### config.mk
export PLATFORM = sky130hd
export DESIGN_NAME = rau_affine
export DESIGN_NICKNAME = d
export VERILOG_FILES = /design/src/sv/rau_pkg.sv /design/src/sv/rau_affine.sv
export SDC_FILE = /design/constraint.sdc
export NUM_CORES = 2
export LEC_CHECK = 0
export BUFFER_PORTS_ARGS = -buffer_cell sky130_fd_sc_hd__buf_2
export CAP_MARGIN = 20
export CELL_PAD_IN_SITES_DETAIL_PLACEMENT = 2
export CELL_PAD_IN_SITES_GLOBAL_PLACEMENT = 2
export CORE_UTILIZATION = 39
export CTS_CLUSTER_DIAMETER = 60
export DETAILED_ROUTE_END_ITERATION = 10
export PLACE_DENSITY = 0.9
export SLEW_MARGIN = 20
export SYNTH_ARGS = -nofsm -noshare
export SYNTH_HDL_FRONTEND = slang
export SYNTH_SLANG_ARGS = --single-unit
### constraint.sdc
create_clock -name clk -period 7.8 [get_ports clk]
set_input_delay 0.39 -clock clk [delete_from_list [all_inputs] [get_ports clk]]
set_output_delay 0.39 -clock clk [all_outputs]
set_load 0.01 [all_outputs]
### src/sv/rau_pkg.sv
// Shared types and constants of the range affine update block.
// Depends on nothing; used by the datapath, the top level and the checker.
package rau_pkg;

  localparam int IDX_W  = 11;
  localparam int VAL_W  = 30;
  localparam int KIND_W = 2;

  typedef logic [VAL_W-1:0]  val_t;
  typedef logic [IDX_W-1:0]  idx_t;
  typedef logic [KIND_W-1:0] kind_t;

  localparam kind_t KIND_LOAD  = 2'd0;
  localparam kind_t KIND_QUERY = 2'd1;
  localparam kind_t KIND_ADD   = 2'd2;
  localparam kind_t KIND_MUL   = 2'd3;

  localparam val_t PRIME   = 30'd1000000007;
  localparam val_t VAL_ONE = 30'd1;

  // floor(2^60 / PRIME) for Barrett reduction of a 60-bit product
  localparam logic [30:0] BARRETT_M = 31'(64'h1000000000000000 / 64'd1000000007);

  typedef struct packed {
    val_t scale;
    val_t offset;
  } tag_t;

endpackage

### src/sv/rau_affine.sv
// Five-stage pipelined unit: y = (a * b + c) mod PRIME, with Barrett reduction.
// Depends on rau_pkg.
module rau_affine #(
  parameter int TAG_W = 11
) (
  input  logic              clk,
  input  logic              rst_n,
  input  logic              in_valid,
  input  rau_pkg::val_t     in_a,
  input  rau_pkg::val_t     in_b,
  input  rau_pkg::val_t     in_c,
  input  logic [TAG_W-1:0]  in_tag,
  output logic              out_valid,
  output rau_pkg::val_t     out_y,
  output logic [TAG_W-1:0]  out_tag,
  output logic              busy
);
  import rau_pkg::*;

  localparam int NSTG = 5;
  localparam logic [31:0] P32   = 32'(PRIME);
  localparam logic [31:0] TWO_P = 32'(PRIME) * 32'd2;

  logic [NSTG-1:0]  vld_r;
  logic [TAG_W-1:0] tag_r [NSTG];
  logic [59:0]      prod_r;
  val_t             c1_r;
  logic [59:0]      x_r;
  logic [61:0]      t_r;
  logic [31:0]      xlo3_r;
  logic [31:0]      xlo4_r;
  logic [31:0]      qp_r;
  val_t             y_r;
  logic [31:0]      rem_nxt;
  val_t             y_nxt;

  always_ff @(posedge clk) begin
    if (!rst_n) begin
      vld_r <= '0;
    end else begin
      vld_r <= {vld_r[NSTG-2:0], in_valid};
    end
  end

  // remainder after the quotient estimate is below three times the prime
  always_comb begin
    rem_nxt = xlo4_r - qp_r;
    if (rem_nxt >= TWO_P) begin
      y_nxt = 30'(rem_nxt - TWO_P);
    end else if (rem_nxt >= P32) begin
      y_nxt = 30'(rem_nxt - P32);
    end else begin
      y_nxt = 30'(rem_nxt);
    end
  end

  always_ff @(posedge clk) begin
    prod_r <= 60'(in_a) * 60'(in_b);
    c1_r   <= in_c;
    x_r    <= prod_r + 60'(c1_r);
    t_r    <= 62'(x_r[59:29]) * 62'(BARRETT_M);
    xlo3_r <= x_r[31:0];
    qp_r   <= 32'(t_r[61:31]) * P32;
    xlo4_r <= xlo3_r;
    y_r    <= y_nxt;
    tag_r[0] <= in_tag;
    for (int i = 1; i < NSTG; i++) begin
      tag_r[i] <= tag_r[i-1];
    end
  end

  assign out_valid = vld_r[NSTG-1];
  assign out_y     = y_r;
  assign out_tag   = tag_r[NSTG-1];
  assign busy      = |vld_r;

endmodule

==> results.py, run 1 <==
metrics = {
    "floorplan": {
        "fp-row-count": 146,
        "die_width_um": 402,
        "start_util": 0.394,
        "num_io_pins": 147,
        "die_y_um": 402,
    },
    "yosys": {
        "ys_seq_area_frac": 0.118,
        "synth_edf_count": 0,
        "ys_types": 98,
        "synth_nets": 8566,
        "avgSynthCellArea_um2": 9.74,
        "synth_ff_type": "dfxtp_1",
        "syn_inst": 6411,
        "yosys_warnings": 0,
        "async_flop_share": 0,
        "syn-cell-area_mm2": 0.0625,
        "synth_seq_cells": 367,
    },
    "clock_tree": {
        "htree_levels": 2,
        "clockBufferDepth": 3,
        "clkSinkCount": 367,
        "cts_root_buf": "clkbuf_16",
        "cts-buffers-inserted": 45,
    },
    "place": {
        "dp_hpwl_um": 244000,
        "portBuffers": 146,
        "routabilityCongestion": 0.898,
        "preCtsSetupSlack_ns": -1.36,
    },
    "global_routing": {
        "first_global_vias": 71628,
        "grt_pass1_wl_um": 579000,
        "grt_overflow": 35,
        "grt_use_total": 0.514,
        "grt_max_degree": 26,
    },
    "status": {
        "error_line": "[ERROR GRT-0116] Global routing finished with congestion. Check the congestion regions in the DRC Viewer.",
        "haltStage": "5_1_grt",
        "status": "stopped before the end",
    },
}
-- metal layers --
metal / global-route usage / overflow
met5: 0.120 / 3
met4: 0.545 / 10
met3: 0.314 / 2
met2: 0.720 / 19
met1: 0.492 / 1
-- per-stage QoR --
step / area [um2] / instances
4_1_cts: 69200 / 8791
3_5_place_dp: 66900 / 8656
3_3_place_gp: 66900 / 8656
2_1_floorplan: 62500 / 6411
-- cells by family after synthesis --
logic type               after synthesis  synth area share
flip-flops                           367             0.118
buffers and inverters               1699             0.103
AO/OA/AOI/OAI                        644            0.0709
AND/OR/NAND/NOR                     1414             0.117
XOR/XNOR                             232            0.0328
adder cells (fa/ha/maj)             2051             0.558
multiplexers                           4          0.000681
-- cells in the mapped netlist (all sizes together) (6+ instances only) --
library cell / instances / share of area
o41ai: 6 / 0.00096
a2111oi: 11 / 0.0022
clkbuf: 204 / 0.012
nor2: 128 / 0.0077
nand3: 46 / 0.0037
and4: 10 / 0.0014
o211ai: 23 / 0.0028
o21a: 33 / 0.0040
o311ai: 6 / 0.00084
o21bai: 28 / 0.0034
nand2: 486 / 0.029
o2111ai: 9 / 0.0014
or2: 9 / 0.00090
o211a: 8 / 0.0013
and3: 27 / 0.0027
a211oi: 25 / 0.0032
xor2: 58 / 0.0083
nor3: 46 / 0.0039
xnor2: 174 / 0.025
o31ai: 6 / 0.00080
or3: 11 / 0.0012
nand4: 29 / 0.0029
a21oi: 160 / 0.013
and2: 537 / 0.054
o21ai: 106 / 0.0085
ha: 826 / 0.17
dfxtp: 367 / 0.12
nand2b: 29 / 0.0029
a31o: 8 / 0.0011
inv: 1468 / 0.088
a22oi: 8 / 0.0014
a21o: 111 / 0.013
nor2b: 29 / 0.0029
a21boi: 10 / 0.0012
a31oi: 24 / 0.0025
o22ai: 11 / 0.0013
fa: 1225 / 0.39
buf: 27 / 0.0029
-- repair_timing --
item                                   4_1_cts
endpoints found under the hold margin       42
pin swaps                                   29
gates resized for setup                     86
setup endpoints to repair                   35
hold buffers                                42
buffers inserted                             9
==> run 2, diff against run 1 <==
CELL_PAD_IN_SITES_DETAIL_PLACEMENT = not set   (was 2)
CELL_PAD_IN_SITES_GLOBAL_PLACEMENT = not set   (was 2)
CORE_UTILIZATION = 37   (was 39)
CTS_CLUSTER_DIAMETER = not set   (was 60)
PLACE_DENSITY = not set   (was 0.9)
PLACE_DENSITY_LB_ADDON = 0.15   (was not set)
clock period = 10.1 ns   (was 7.8 ns; I/O delays follow)
==> run 2 against run 1 <==
  * The run now ends clean
  * Synthesized cell count is the same
  * Synthesized area is the same
==> results.py, run 2 <==
metrics = {
    "status": {
        "status": "completed",
    },
    "cells_and_area": {
        "synthToLayoutAreaGrowth_pct": 6.84,
        "drive_above_1_share": 0.0458,
        "fin_cells": 8642,
        "final_common_cell": "inv_1",
        "layout_common_cells": "1,468 x inv_1, 1,225 x fa_1, 826 x ha_1, 537 x and2_1, 486 x nand2_1",
        "nets": 8565,
        "finalInstanceArea_mm2": 0.0667,
        "top_regs": "prod_r x60, x_r x60, tag_r x55",
        "diodes": 0,
    },
    "yosys": {
        "syn_inst": 6411,
        "ys_top_cells_by_count": "1,468 x inv_1, 1,225 x fa_1, 826 x ha_1",
        "avgSynthCellArea_um2": 9.74,
        "yosys_warnings": 0,
        "netlist.area_leader.share": 0.393,
        "synth_ff_type": "dfxtp_1",
        "ys_seq_area_frac": 0.118,
        "synth_area_leaders": "fa_1 39%, ha_1 17%, dfxtp_1 12%",
        "ys_types": 98,
        "synth_nets": 8566,
        "synth_edf_count": 0,
        "synth_seq_cells": 367,
        "syn-cell-area_mm2": 0.0625,
        "yosys.area.top_type": "fa_1",
        "yosysMostFrequentCell": "inv_1",
        "async_flop_share": 0,
    },
    "timing": {
        "fin_tns_setup_ns": 0,
        "skew_ns": 0.0307,
        "slew_viol_final": 0,
        "tightest_slew_ns": 1.14,
        "hold_violations": 0,
        "timing.final.crit_share": 0.831,
        "fmax_mhz": 119,
        "rsz0062_at_grt": "false",
        "setup_violations": 0,
        "slew_headroom": 0.242,
        "fin_crit_ns": 8.39,
    },
    "clock_tree": {
        "clockBufferDepth": 3,
        "clkSinkCount": 367,
        "clk_pin_slew_worst_paths_ns": 0.06,
        "clkLatencyLatePin_ns": 0.58,
        "cts_tree": "yes",
        "cts-buffers-inserted": 39,
        "cts_root_buf": "clkbuf_16",
        "htree_levels": 2,
        "cts_resized": 0,
        "post-cts-setup-buffers": 0,
    },
    "routing": {
        "wl_per_cell_um": 19.6,
        "drtIter0Drc": 2408,
        "avgViaCountPerCell": 4.88,
        "drt_wl_total_um": 169000,
        "vias": 42183,
        "ant_nets": 0,
        "drcViolationCount": 0,
        "drtPass1Iterations": 5,
    },
    "global_routing": {
        "grt_max_degree": 31,
        "grt_overflow": 0,
        "busiest_layer": "met2",
        "first_global_vias": 45704,
        "met2_usage": 0.339,
        "antenna_found_initial": 10,
        "use_met3": 0.0202,
        "grt_pass1_wl_um": 268000,
        "grt_use_total": 0.205,
        "grt_use_met1": 0.289,
    },
    "setup_path": {
        "crit_arrival_ns": 8.84,
        "crit_type": "primary input to flip-flop",
        "rr_worst_depth": 21,
        "crit_path_end": "prod_r[58]",
        "max_stage_delay_ns": 0.55,
        "cp-startpoint": "in_a[15]",
        "rr_startpoint": "x_r[47]",
        "crit_top_cell": "fa_1",
        "ff2ff_setup_slack_ns": 1.75,
        "critPathMaxFanout": 30,
        "critPathLaunchType": "primary input",
        "cp_data_required_time_ns": 10.55,
        "r2r_end": "t_r[61]",
        "cp_slowest_cell": "buf_2",
        "crit_path_end_kind": "flip-flop",
    },
    "min_path": {
        "hold_start": "in_tag[9]",
        "min_path_type": "primary input to flip-flop",
    },
    "floorplan": {
        "die_y_um": 413,
        "die-area_mm2": 0.170,
        "fp-row-count": 150,
        "num_io_pins": 147,
        "start_util": 0.373,
        "die_width_um": 413,
        "core_area_mm2": 0.167,
    },
    "place": {
        "dp_hpwl_um": 141000,
        "routabilityCongestion": 0.895,
        "place_inst": 8567,
        "placed_area_mm2": 0.0653,
        "portBuffers": 146,
    },
    "run": {
        "drv_cap": 0,
    },
}
-- run 2: cell counts after synthesis --
No cell type changed its count.
-- run 2: per-layer routing --
metal  up-vias  part of all wire
li1      19671                 -
met1     21564              0.47
met2       803              0.46
met3       143             0.044
met4         2             0.021
met5         -          0.000077
-- run 2: how the worst min path moves through the flow --
| stage | endpoint | slack [ns] | depth (start not counted) |
|---|---|---|---|
| global route | tag_r[0][10] | 0.01 | 1 |
| global placement | tag_r[0][35] | 0.31 | 0 |
| CTS | c1_r[2] | 0.0001 | 1 |
| finish | tag_r[0][9] | 0.05 | 1 |
| floorplan | tag_r[0][11] | 0.31 | 0 |
| detailed placement | tag_r[0][43] | 0.31 | 0 |
-- run 2: logic make-up after synthesis --
family	count (synthesis)	synth area share
AO/OA/AOI/OAI	644	0.0709
adder cells (fa/ha/maj)	2051	0.558
multiplexers	4	0.000681
XOR/XNOR	232	0.0328
buffers and inverters	1699	0.103
flip-flops	367	0.118
AND/OR/NAND/NOR	1414	0.117
-- run 2: what timing repair did --
action                                 CTS  global route
setup endpoints to repair                0             0
endpoints found under the hold margin    6             0
hold buffers                             6             0
-- run 2: final cells by class --
type                    instances  area (um2)
multi-input cells            4345       48700
fillers                     16812      101000
clock buffers                  46        1050
flip-flops and latches        367        7350
inverters                    1468        5510
well taps                    2204        2760
clock inverters                23         335
repair buffers                189        1070
-- run 2: stage by stage --
stage	worst slack, ns	util	hold slack (ns)
finish	1.71	0.399	0.0460
global placement	1.15	0.390	0.310
detailed placement	1.10	0.390	0.312
floorplan	2.23	-	0.310
CTS	1.57	0.399	0.000120
global route	1.26	0.399	0.0126
-- run 2: critical path, delay by kind of cell --
kind                       cells  cell delay [ns]
and+or+nand+nor                4             0.78
AOI/OAI and AO/OA              9             2.32
buffers and inverters          6             0.94
adders and majority gates      9             4.29
Power of run 2 is left out: the tool's default activity adds up to more than one toggle a clock period on the data nets, which glitch-free logic cannot reach.
