File: src/sv/rau_ram.sv
// Generic single-port-write, single-port-read RAM with registered read data.
// Depends on nothing.
module rau_ram #(
  parameter int WIDTH = 8,
  parameter int DEPTH = 16,
  localparam int AW = (DEPTH > 1) ? $clog2(DEPTH) : 1
) (
  input  logic             clk,
  input  logic             we,
  input  logic [AW-1:0]    waddr,
  input  logic [WIDTH-1:0] wdata,
  input  logic [AW-1:0]    raddr,
  output logic [WIDTH-1:0] rdata
);

  logic [WIDTH-1:0] mem_r [DEPTH];
  logic [WIDTH-1:0] rdata_r;

  always_ff @(posedge clk) begin
    if (we) begin
      mem_r[waddr] <= wdata;
    end
    rdata_r <= mem_r[raddr];
  end

  assign rdata = rdata_r;

endmodule

File: config.mk
export PLATFORM = sky130hd
export DESIGN_NAME = rau_ram
export DESIGN_NICKNAME = d
export VERILOG_FILES = /design/src/sv/rau_ram.sv
export SDC_FILE = /design/constraint.sdc
export NUM_CORES = 1
export LEC_CHECK = 0
export BUFFER_PORTS_ARGS = -buffer_cell sky130_fd_sc_hd__buf_2
export CAP_MARGIN = 10
export CORE_ASPECT_RATIO = 1.25
export CORE_MARGIN = 3
export CORE_UTILIZATION = 54
export DETAILED_ROUTE_END_ITERATION = 16
export GPL_TIMING_DRIVEN = 0
export PLACE_DENSITY = 0.74
export SYNTH_ARGS = -nofsm -noshare
export SYNTH_HDL_FRONTEND = slang
export SYNTH_SLANG_ARGS = --single-unit
File: constraint.sdc
create_clock -name clk -period 1.94 [get_ports clk]
set_clock_uncertainty 0.2 [all_clocks]
set_input_delay 0.388 -clock clk [delete_from_list [all_inputs] [get_ports clk]]
set_output_delay 0.388 -clock clk [all_outputs]
set_load 0.02 [all_outputs]
==> run metrics, run 1 <==
post-synthesis sequential area ratio 77.8%; H-tree depth 4; Critical Path Sink mem_r[2][0]; critical path class input port to flop; final hold vios 0; period utilization 93.6%; post-synth top area share 74.7%; floorplan row count 39; CP startpoint waddr[2]; CTS Buf Count 17; fmax 0.550 GHz; CP peak stage delay 0.63 ns; R2R Path End rdata[2]; WL/cell 23.0 µm; Yosys warnings 0; R2R setup slack 0.25 ns; largest net degree at the start of global routing 17; CTS tree done; Die H 115 µm; I/O pins 26; synth unique cells 19; worst slew pin tran 0.804 ns; RSZ-0062 raised after global routing no; DIE AREA 10,700 µm²; die width 93.3 µm; Util after Layout 65.0%; Pleak 2.03 nW; mapped cell area 5150 µm²; Max rail drop VDD 0.728 mV; drt total wl 9440 µm; root buffer cell clkbuf_16; count of pins over their slew limit 0; Clk pin slew, worst setup/hold paths 0.05 ns; first-pass GRT wire length 14,400 µm; Worst setup EP type flop; Layout fillers 604; Worst Setup Start Kind input port; clock latency on the worst-skew pair 0.41 ns; Worst EP arrival 1.65 ns; initial antenna violation count 0; DRC Markers 0; Area Overhead vs Synth 16.4%; Final HPWL DP 5920 µm; Cells after DPL 376; final cell count without fillers 410; reg2reg start mem_r[1][2]; largest fanout on the critical path 8; grt ovf 0; area leader, netlist edfxtp_1; post-synthesis register bit count 136; CP cell instances buf_2, or3b_2, nor2_1; top cells by area, synth edfxtp_1 (75%), mux4_2 (7.9%), mux4_1 (7.1%), dfxtp_1 (3.1%), a22oi_1 (2.3%); Final Setup Violations 0; Worst slew margin 46.2%; Hold Crit Class input port to flop; clock sinks 136; Avg Cell Area, Syn 22.5 µm²; vias per cell 5.96; DR iter-0 viols 293; syn_nets 247; CP max stage cell nor2_1; vias in the first global route 2,494; Buf/Inv on CP 1; # diodes 0; total track usage 19.8%; drt first pass iters 5; Vias 2,442; core area 9220 µm²; share of layout cells above drive strength 1 30.0%; Mapped Cells 229; Worst EP required 1.77 ns; Tmin final 1.82 ns; pwr/cell area 1090 nW/µm²; PortBufs 24; placer's final routability congestion estimate 0.788; CTS Buffer Depth 2; Top delay family on crit path simple AND/OR/NAND/NOR gates; status finished, final reports clean; R2R depth 3; max_cap viols 0; Initial Util 55.8%; DRT antenna net count 0; Final Total Pwr 6.52 mW; Crit. path cell count 3; nets@finish 292
layer usage:
metal	global-route usage, %	wire, µm	share of wire [%]	vias to the layer above
met3	5.69	588	6.2	26
li1	-	-	-	1066
met4	10.5	339	3.6	0
met5	0	0	0	-
met1	26.0	3750	40	1241
met2	30.6	4770	50	109
timing repair:
action,CTS,global route
resized for setup,1,0
hold buffers,0,0
endpoints found under the setup margin,4,0
buffers inserted,0,0
layout by cell type (no fill, tap or decap), types with 3 or more instances in the layout:
| cell | instances |
|---|---|
| edfxtp_1 | 128 |
| buf_2 | 27 |
| clkbuf_16 | 19 |
| mux4_2 | 18 |
| a22oi_1 | 16 |
| mux4_1 | 14 |
| nor2_1 | 13 |
| nand2_1 | 9 |
| clkinv_2 | 8 |
| dfxtp_1 | 8 |
| buf_6 | 3 |
| clkdlybuf4s25_2 | 3 |
| clkbuf_1 | 3 |
cell families (layout without fill, tap and decap cells):
logic type | count (synthesis) | after routing | synth area share (%)
muxes | 32 | 32 | 15.0
buffers and inverters | 10 | 68 | 1.68
and+or+nand+nor | 35 | 35 | 3.18
AOI/OAI and AO/OA | 16 | 16 | 2.33
DFF | 136 | 136 | 77.8
worst min-delay path by stage:
stage / start / endpoint / slack (ns) / depth (start not counted)
after floorplan: wdata[0] / mem_r[0][0] / 0.29 / 0
after global placement: mem_r[12][2] / rdata[2] / 0.46 / 3
after detailed placement: mem_r[15][2] / rdata[2] / 0.48 / 3
after CTS: wdata[5] / mem_r[8][5] / 0.15 / 1
after global routing: wdata[6] / mem_r[8][6] / 0.18 / 1
final: wdata[5] / mem_r[7][5] / 0.17 / 1
cells in the mapped netlist (all sizes together):
cell and number:
nor2 13, edfxtp 128, and2 1, nand3b 2, and2b 1, nand2b 2
dfxtp 8, nor3 4, nor2b 1, clkdlybuf4s25 3, mux4 32, or3b 1
nand3 1, nand2 9, a22oi 16, buf 7
through the flow:
stage | setup TNS (ns) | area [µm²] | setup WS, ns | hold WS [ns]
final | 0 | 5990 | 0.123 | 0.173
after global routing | 0 | 5990 | 0.0404 | 0.175
after CTS | 0 | 5980 | 0.0677 | 0.151
after detailed placement | -21.18 | 5430 | -0.460 | 0.482
after global placement | -20.26 | 5430 | -0.426 | 0.460
after floorplan | 0 | 5150 | 0.0859 | 0.287
power breakdown:
part           internal [mW]  leakage (nW)  total, mW  switching, mW
sequential              3.29          1.22       3.30         0.0162
combinational          0.132         0.527      0.331          0.200
clock                   1.80         0.281       2.88           1.08
total                   5.22          2.03       6.52           1.30
flip-flops by register name (all words and copies together), names as in the netlist:
register / cells
mem_r: 128
rdata: 8
final cells by class:
| cell class | instances | area (µm²) | share of cell area, % |
|---|---|---|---|
| Clock buffer | 23 | 500 | 8.35 |
| Clock inverter | 9 | 46.3 | 0.772 |
| Sequential cell | 136 | 4000 | 66.8 |
| Timing Repair Buffer | 26 | 135 | 2.25 |
| Tap cell | 123 | 154 | 2.57 |
| Buffer | 10 | 86.3 | 1.44 |
| Multi-Input combinational cell | 83 | 1070 | 17.8 |
(Power assumes the default switching activity.)
==> run 2, diff against run 1 <==
--- a/config.mk
+++ b/config.mk
@@ -8,7 +8,7 @@
 export BUFFER_PORTS_ARGS = -buffer_cell sky130_fd_sc_hd__buf_2
 export CAP_MARGIN = 10
 export CORE_ASPECT_RATIO = 1.25
-export CORE_MARGIN = 3
+export CORE_MARGIN = 2
 export CORE_UTILIZATION = 54
 export DETAILED_ROUTE_END_ITERATION = 16
 export GPL_TIMING_DRIVEN = 0
==> run metrics, run 2 (same netlist as run 1, synthesis figures left out) <==
DRC Markers 0 (unchanged); Hold Crit Class input port to flop (unchanged); period utilization 95.8% (was 93.6%); DR iter-0 viols 346 (was 293); critical path class input port to flop (unchanged); I/O pins 26 (unchanged); Final Setup Violations 0 (unchanged); core area 9220 µm² (unchanged); DIE AREA 10,300 µm² (was 10,700 µm²); postcts setup bufs 0 (unchanged); Die H 113 µm (was 115 µm); largest net degree at the start of global routing 17 (unchanged); fmax 0.538 GHz (was 0.550 GHz); CTS Buf Count 17 (unchanged); Buf/Inv on CP 1 (unchanged); count of pins over their slew limit 0 (unchanged); largest fanout on the critical path 8 (unchanged); max_cap viols 0 (unchanged); Worst setup EP type flop (unchanged); grt ovf 0 (unchanged); Comb pwr share 5.1% (about the same); clock sinks 136 (unchanged); H-tree depth 4 (unchanged); floorplan row count 39 (unchanged); root buffer cell clkbuf_16 (unchanged); PortBufs 24 (unchanged); Final HPWL DP 5900 µm (was 5920 µm); clock latency on the worst-skew pair 0.41 ns (about the same); initial antenna violation count 0 (unchanged); hold_buf cts 0 (unchanged); pwr/cell area 1110 nW/µm² (was 1090 nW/µm²); status finished, final reports clean (unchanged); Worst slew margin 44.6% (was 46.2%); Cells after DPL 377 (was 376); Worst EP required 1.78 ns (was 1.77 ns); most common cell after layout, fill and taps aside edfxtp_1 (unchanged); switching power 1.26 mW (was 1.30 mW); CP cell instances buf_2, or3b_2, nor2_1 (unchanged); DRT antenna net count 0 (unchanged); setup tns final 0 ns (unchanged); Final Total Pwr 6.63 mW (was 6.52 mW); vias per cell 5.95 (was 5.96); switch share 19.0% (was 19.9%); Area Overhead vs Synth 16.6% (was 16.4%); final cell count without fillers 411 (was 410); total track usage 20.3% (was 19.8%); CTS tree done (unchanged); CP peak stage delay 0.65 ns (was 0.63 ns); Layout fillers 597 (was 604); placer's final routability congestion estimate 0.803 (was 0.788); WL/cell 23.0 µm (about the same); first-pass GRT wire length 14,300 µm (was 14,400 µm); Clk pin slew, worst setup/hold paths 0.05 ns (about the same); share of layout cells above drive strength 1 27.8% (was 30.0%); Initial Util 55.8% (unchanged); Clk pwr share 45.1% (was 44.2%); vias in the first global route 2,497 (was 2,494); Worst EP arrival 1.69 ns (was 1.65 ns); drt total wl 9440 µm (about the same); Seq pwr share 49.8% (was 50.7%); # diodes 0 (unchanged); worst slew pin tran 0.828 ns (was 0.804 ns); drt first pass iters 4 (was 5); nets@finish 293 (was 292); final worst slack 0.0820 ns (was 0.123 ns); final hold vios 0 (unchanged); Top delay family on crit path simple AND/OR/NAND/NOR gates (unchanged); Max rail drop VDD 0.870 mV (was 0.728 mV); worst slack, placed -0.413 ns (was -0.460 ns); CTS Buffer Depth 2 (unchanged); Worst Setup Start Kind input port (unchanged); Vias 2,447 (was 2,442); Reg with most FFs mem_r (unchanged); RSZ-0062 raised after global routing no (unchanged); Tmin final 1.86 ns (was 1.82 ns); Post-CTS Resized 0 (was 1); CP max stage cell nor2_1 (unchanged); Pleak 2.03 nW (about the same); max FFs per register 128 (unchanged); die width 91.3 µm (was 93.3 µm); Cell Int Power 5.37 mW (was 5.22 mW); most frequent cells in the layout edfxtp_1 (128), buf_2 (28), mux4_2 (18), clkbuf_16 (17), a22oi_1 (16) (was edfxtp_1 (128), buf_2 (27), clkbuf_16 (19), mux4_2 (18), a22oi_1 (16))
run 2: cell count changes in the layout (fill, tap and decap cells not counted):
cell / previous run / this run
clkbuf_1: 3 / 9
clkbuf_4: 2 / 0
bufinv_16: 0 / 2
buf_2: 27 / 28
clkbuf_2: 0 / 1
clkbuf_8: 1 / 2
clkbuf_16: 19 / 17
clkinv_2: 8 / 2
nor3_2: 2 / 1
inv_4: 1 / 0
nor3_1: 2 / 3
buf_4: 1 / 2
run 2: metrics by stage:
stage,area (µm²),util (%),hold slack [ns]
3_3_place_gp,5430,58.8,0.465
2_1_floorplan,5150,-,0.287
6_report,6000,65.1,0.173
3_5_place_dp,5430,58.9,0.474
4_1_cts,5990,65.0,0.156
5_1_grt,6000,65.1,0.177
run 2: final timing paths:
kind / from / end / slack [ns] / cells past startpoint
min reg2reg: mem_r[15][2] / rdata[2] / 0.48 / 3
min: wdata[5] / mem_r[15][5] / 0.17 / 1
max reg2reg: mem_r[1][2] / rdata[2] / 0.26 / 3
max: waddr[2] / mem_r[2][5] / 0.08 / 3
run 2: final cells by class:
class                           instances  area, µm²  share of cell area, %
Buffer                                 10       86.3                   1.44
Multi-Input combinational cell         83       1060                   17.7
Clock buffer                           28        487                   8.11
Sequential cell                       136       4000                   66.7
Clock inverter                          4       70.1                   1.17
Tap cell                              123        154                   2.56
Timing Repair Buffer                   27        138                   2.29
run 2: power by group through the flow:
stage	logic, mW	clock network (mW)	registers [mW]
2_1_floorplan	0.167	0	3.38
3_3_place_gp	0.327	0	3.36
3_5_place_dp	0.334	0	3.36
4_1_cts	0.338	3.04	3.30
5_1_grt	0.357	3.18	3.31
6_report	0.336	3.00	3.30
run 2: layer usage:
layer	up-vias	GRT usage [%]	wire, µm
li1	1065	-	-
met1	1234	25.8	3320
met2	121	31.6	4680
met3	27	5.26	947
met4	0	13.0	486
met5	-	0	0
==> run 3, diff against run 2 <==
--- a/config.mk
+++ b/config.mk
@@ -12,7 +12,7 @@
 export CORE_UTILIZATION = 54
 export DETAILED_ROUTE_END_ITERATION = 16
 export GPL_TIMING_DRIVEN = 0
-export PLACE_DENSITY = 0.74
+export PLACE_DENSITY_LB_ADDON = 0.3
 export SYNTH_ARGS = -nofsm -noshare
 export SYNTH_HDL_FRONTEND = slang
 export SYNTH_SLANG_ARGS = --single-unit
==> run metrics, run 3 (same netlist as run 1, synthesis figures left out) <==
H-tree depth 4 (unchanged); I/O pins 26 (unchanged); placer's final routability congestion estimate 0.748 (was 0.803); initial antenna violation count 0 (unchanged); Buf/Inv on CP 1 (unchanged); period utilization 94.1% (was 95.8%); CTS tree done (unchanged); drt total wl 9520 µm (was 9440 µm); grt ovf 0 (unchanged); pwr/cell area 1120 nW/µm² (was 1110 nW/µm²); first-pass GRT wire length 14,500 µm (was 14,300 µm); Initial Util 55.8% (unchanged); CP peak stage delay 0.62 ns (was 0.65 ns); CTS Buffer Depth 2 (unchanged); Worst setup EP type flop (unchanged); PortBufs 24 (unchanged); Critical Path Sink mem_r[2][3] (was mem_r[2][5]); CP cell instances buf_2, or3b_2, nor2_1 (unchanged); DRT antenna net count 0 (unchanged); floorplan row count 39 (unchanged); area of the multi-input gates 1060 µm² (unchanged); Worst EP arrival 1.66 ns (was 1.69 ns); CTS Buf Count 17 (unchanged); max_cap viols 0 (unchanged); met3 Usage GRT 6.46% (was 5.26%); Final Setup Violations 0 (unchanged); RSZ-0062 raised after global routing no (unchanged); largest fanout on the critical path 8 (unchanged); Top delay family on crit path simple AND/OR/NAND/NOR gates (unchanged); Layout fillers 598 (was 597); Post-CTS Resized 0 (unchanged); DR iter-0 viols 227 (was 346); clock sinks 136 (unchanged); Tmin final 1.83 ns (was 1.86 ns); DRC Markers 0 (unchanged); critical path class input port to flop (unchanged); drt first pass iters 5 (was 4); Worst Setup Start Kind input port (unchanged); most common cell after layout, fill and taps aside edfxtp_1 (unchanged); status finished, final reports clean (unchanged); final hold vios 0 (unchanged); most frequent cells in the layout edfxtp_1 (128), buf_2 (27), mux4_2 (18), clkbuf_16 (17), a22oi_1 (16) (was edfxtp_1 (128), buf_2 (28), mux4_2 (18), clkbuf_16 (17), a22oi_1 (16)); vias in the first global route 2,472 (was 2,497); Vias 2,370 (was 2,447); die width 91.3 µm (unchanged); R2R setup slack 0.30 ns (was 0.26 ns); Hold Slack 0.176 ns (was 0.173 ns); share of layout cells above drive strength 1 30.2% (was 27.8%); Area Overhead vs Synth 17.4% (was 16.6%); R2R depth 3 (unchanged); hold_buf cts 0 (unchanged); core area 9220 µm² (unchanged); count of pins over their slew limit 0 (unchanged); Die H 113 µm (unchanged); Pleak 2.05 nW (was 2.03 nW); max FFs per register 128 (unchanged); register area 4000 µm² (unchanged); clock latency on the worst-skew pair 0.41 ns (about the same); Clk pin slew, worst setup/hold paths 0.05 ns (about the same); met2 GRT Util 33.6% (was 31.6%); Worst EP required 1.77 ns (was 1.78 ns); largest net degree at the start of global routing 17 (unchanged); nets@finish 293 (unchanged); R2R Path End rdata[0] (was rdata[2]); vias per cell 5.77 (was 5.95); Final HPWL DP 6100 µm (was 5900 µm); CP startpoint waddr[2] (unchanged); final cell count without fillers 411 (unchanged); Reg with most FFs mem_r (unchanged); worst slew pin tran 0.837 ns (was 0.828 ns); Worst slew margin 43.8% (was 44.6%); Hold Crit Class input port to flop (unchanged); Crit. path cell count 3 (unchanged); reg2reg start mem_r[2][0] (was mem_r[1][2]); routing usage on met1 24.9% (was 25.8%); CP max stage cell nor2_1 (unchanged); DIE AREA 10,300 µm² (unchanged); WL/cell 23.2 µm (was 23.0 µm); most crowded layer after global routing met2 (unchanged); fmax 0.548 GHz (was 0.538 GHz); Max rail drop VDD 0.720 mV (was 0.870 mV); Cells after DPL 378 (was 377); # diodes 0 (unchanged); root buffer cell clkbuf_16 (unchanged); total track usage 20.5% (was 20.3%); postcts setup bufs 0 (unchanged)
==> run 3: changes by cell type in the layout (fill, tap and decap cells not counted), sizes merged <==
cell,change
clkinvlp,+1
clkinv,+3
clkbuf,-4
==> run 3: how the worst min path moves through the flow <==
| stage | start | cells past startpoint | slack, ns | to |
|---|---|---|---|---|
| 2_1_floorplan | wdata[0] | 0 | 0.29 | mem_r[0][0] |
| 3_3_place_gp | mem_r[14][1] | 3 | 0.45 | rdata[1] |
| 3_5_place_dp | mem_r[14][1] | 3 | 0.45 | rdata[1] |
| 4_1_cts | wdata[5] | 1 | 0.17 | mem_r[3][5] |
| 5_1_grt | wdata[6] | 1 | 0.18 | mem_r[4][6] |
| 6_report | wdata[5] | 1 | 0.18 | mem_r[15][5] |
==> run 3: per-layer routing <==
layer	share of wire [%]	vias to the layer above
met1	40	1199
met5	0	-
li1	-	1066
met2	52	88
met3	5.8	17
met4	2.2	0
==> run 3: through the flow <==
step	cell area (µm²)	setup TNS (ns)	utilization [%]	total power, mW	setup WS [ns]
after floorplan	5150	0	-	3.55	0.0859
after global placement	5430	-21.62	58.8	3.69	-0.448
after detailed placement	5440	-16.99	59.0	3.70	-0.401
after CTS	6040	0	65.4	6.81	0.0344
after global routing	6040	0	65.5	6.95	0.0399
final	6040	0	65.5	6.77	0.115
==> run 3: cell type report <==
| class | instances | share of cell area [%] |
|---|---|---|
| plain buffers | 10 | 1.43 |
| clock buffers | 24 | 8.30 |
| repair buffers | 27 | 2.36 |
| multi-input cells | 83 | 17.6 |
| clock inverters | 8 | 1.53 |
| flip-flops and latches | 136 | 66.3 |
| well taps | 123 | 2.55 |
==> run 3: worst reg2reg max path, cell delays in order, from the launching register on <==
cell and delay, ns:
edfxtp_1 0.37, mux4_1 0.54, a22oi_1 0.33, nand2_1 0.09
==> run 3: where the power goes <==
group	total (mW)	switching [mW]	internal (mW)
Clock	3.13	1.08	2.05
Combinational	0.333	0.201	0.132
Sequential	3.30	0.0143	3.29
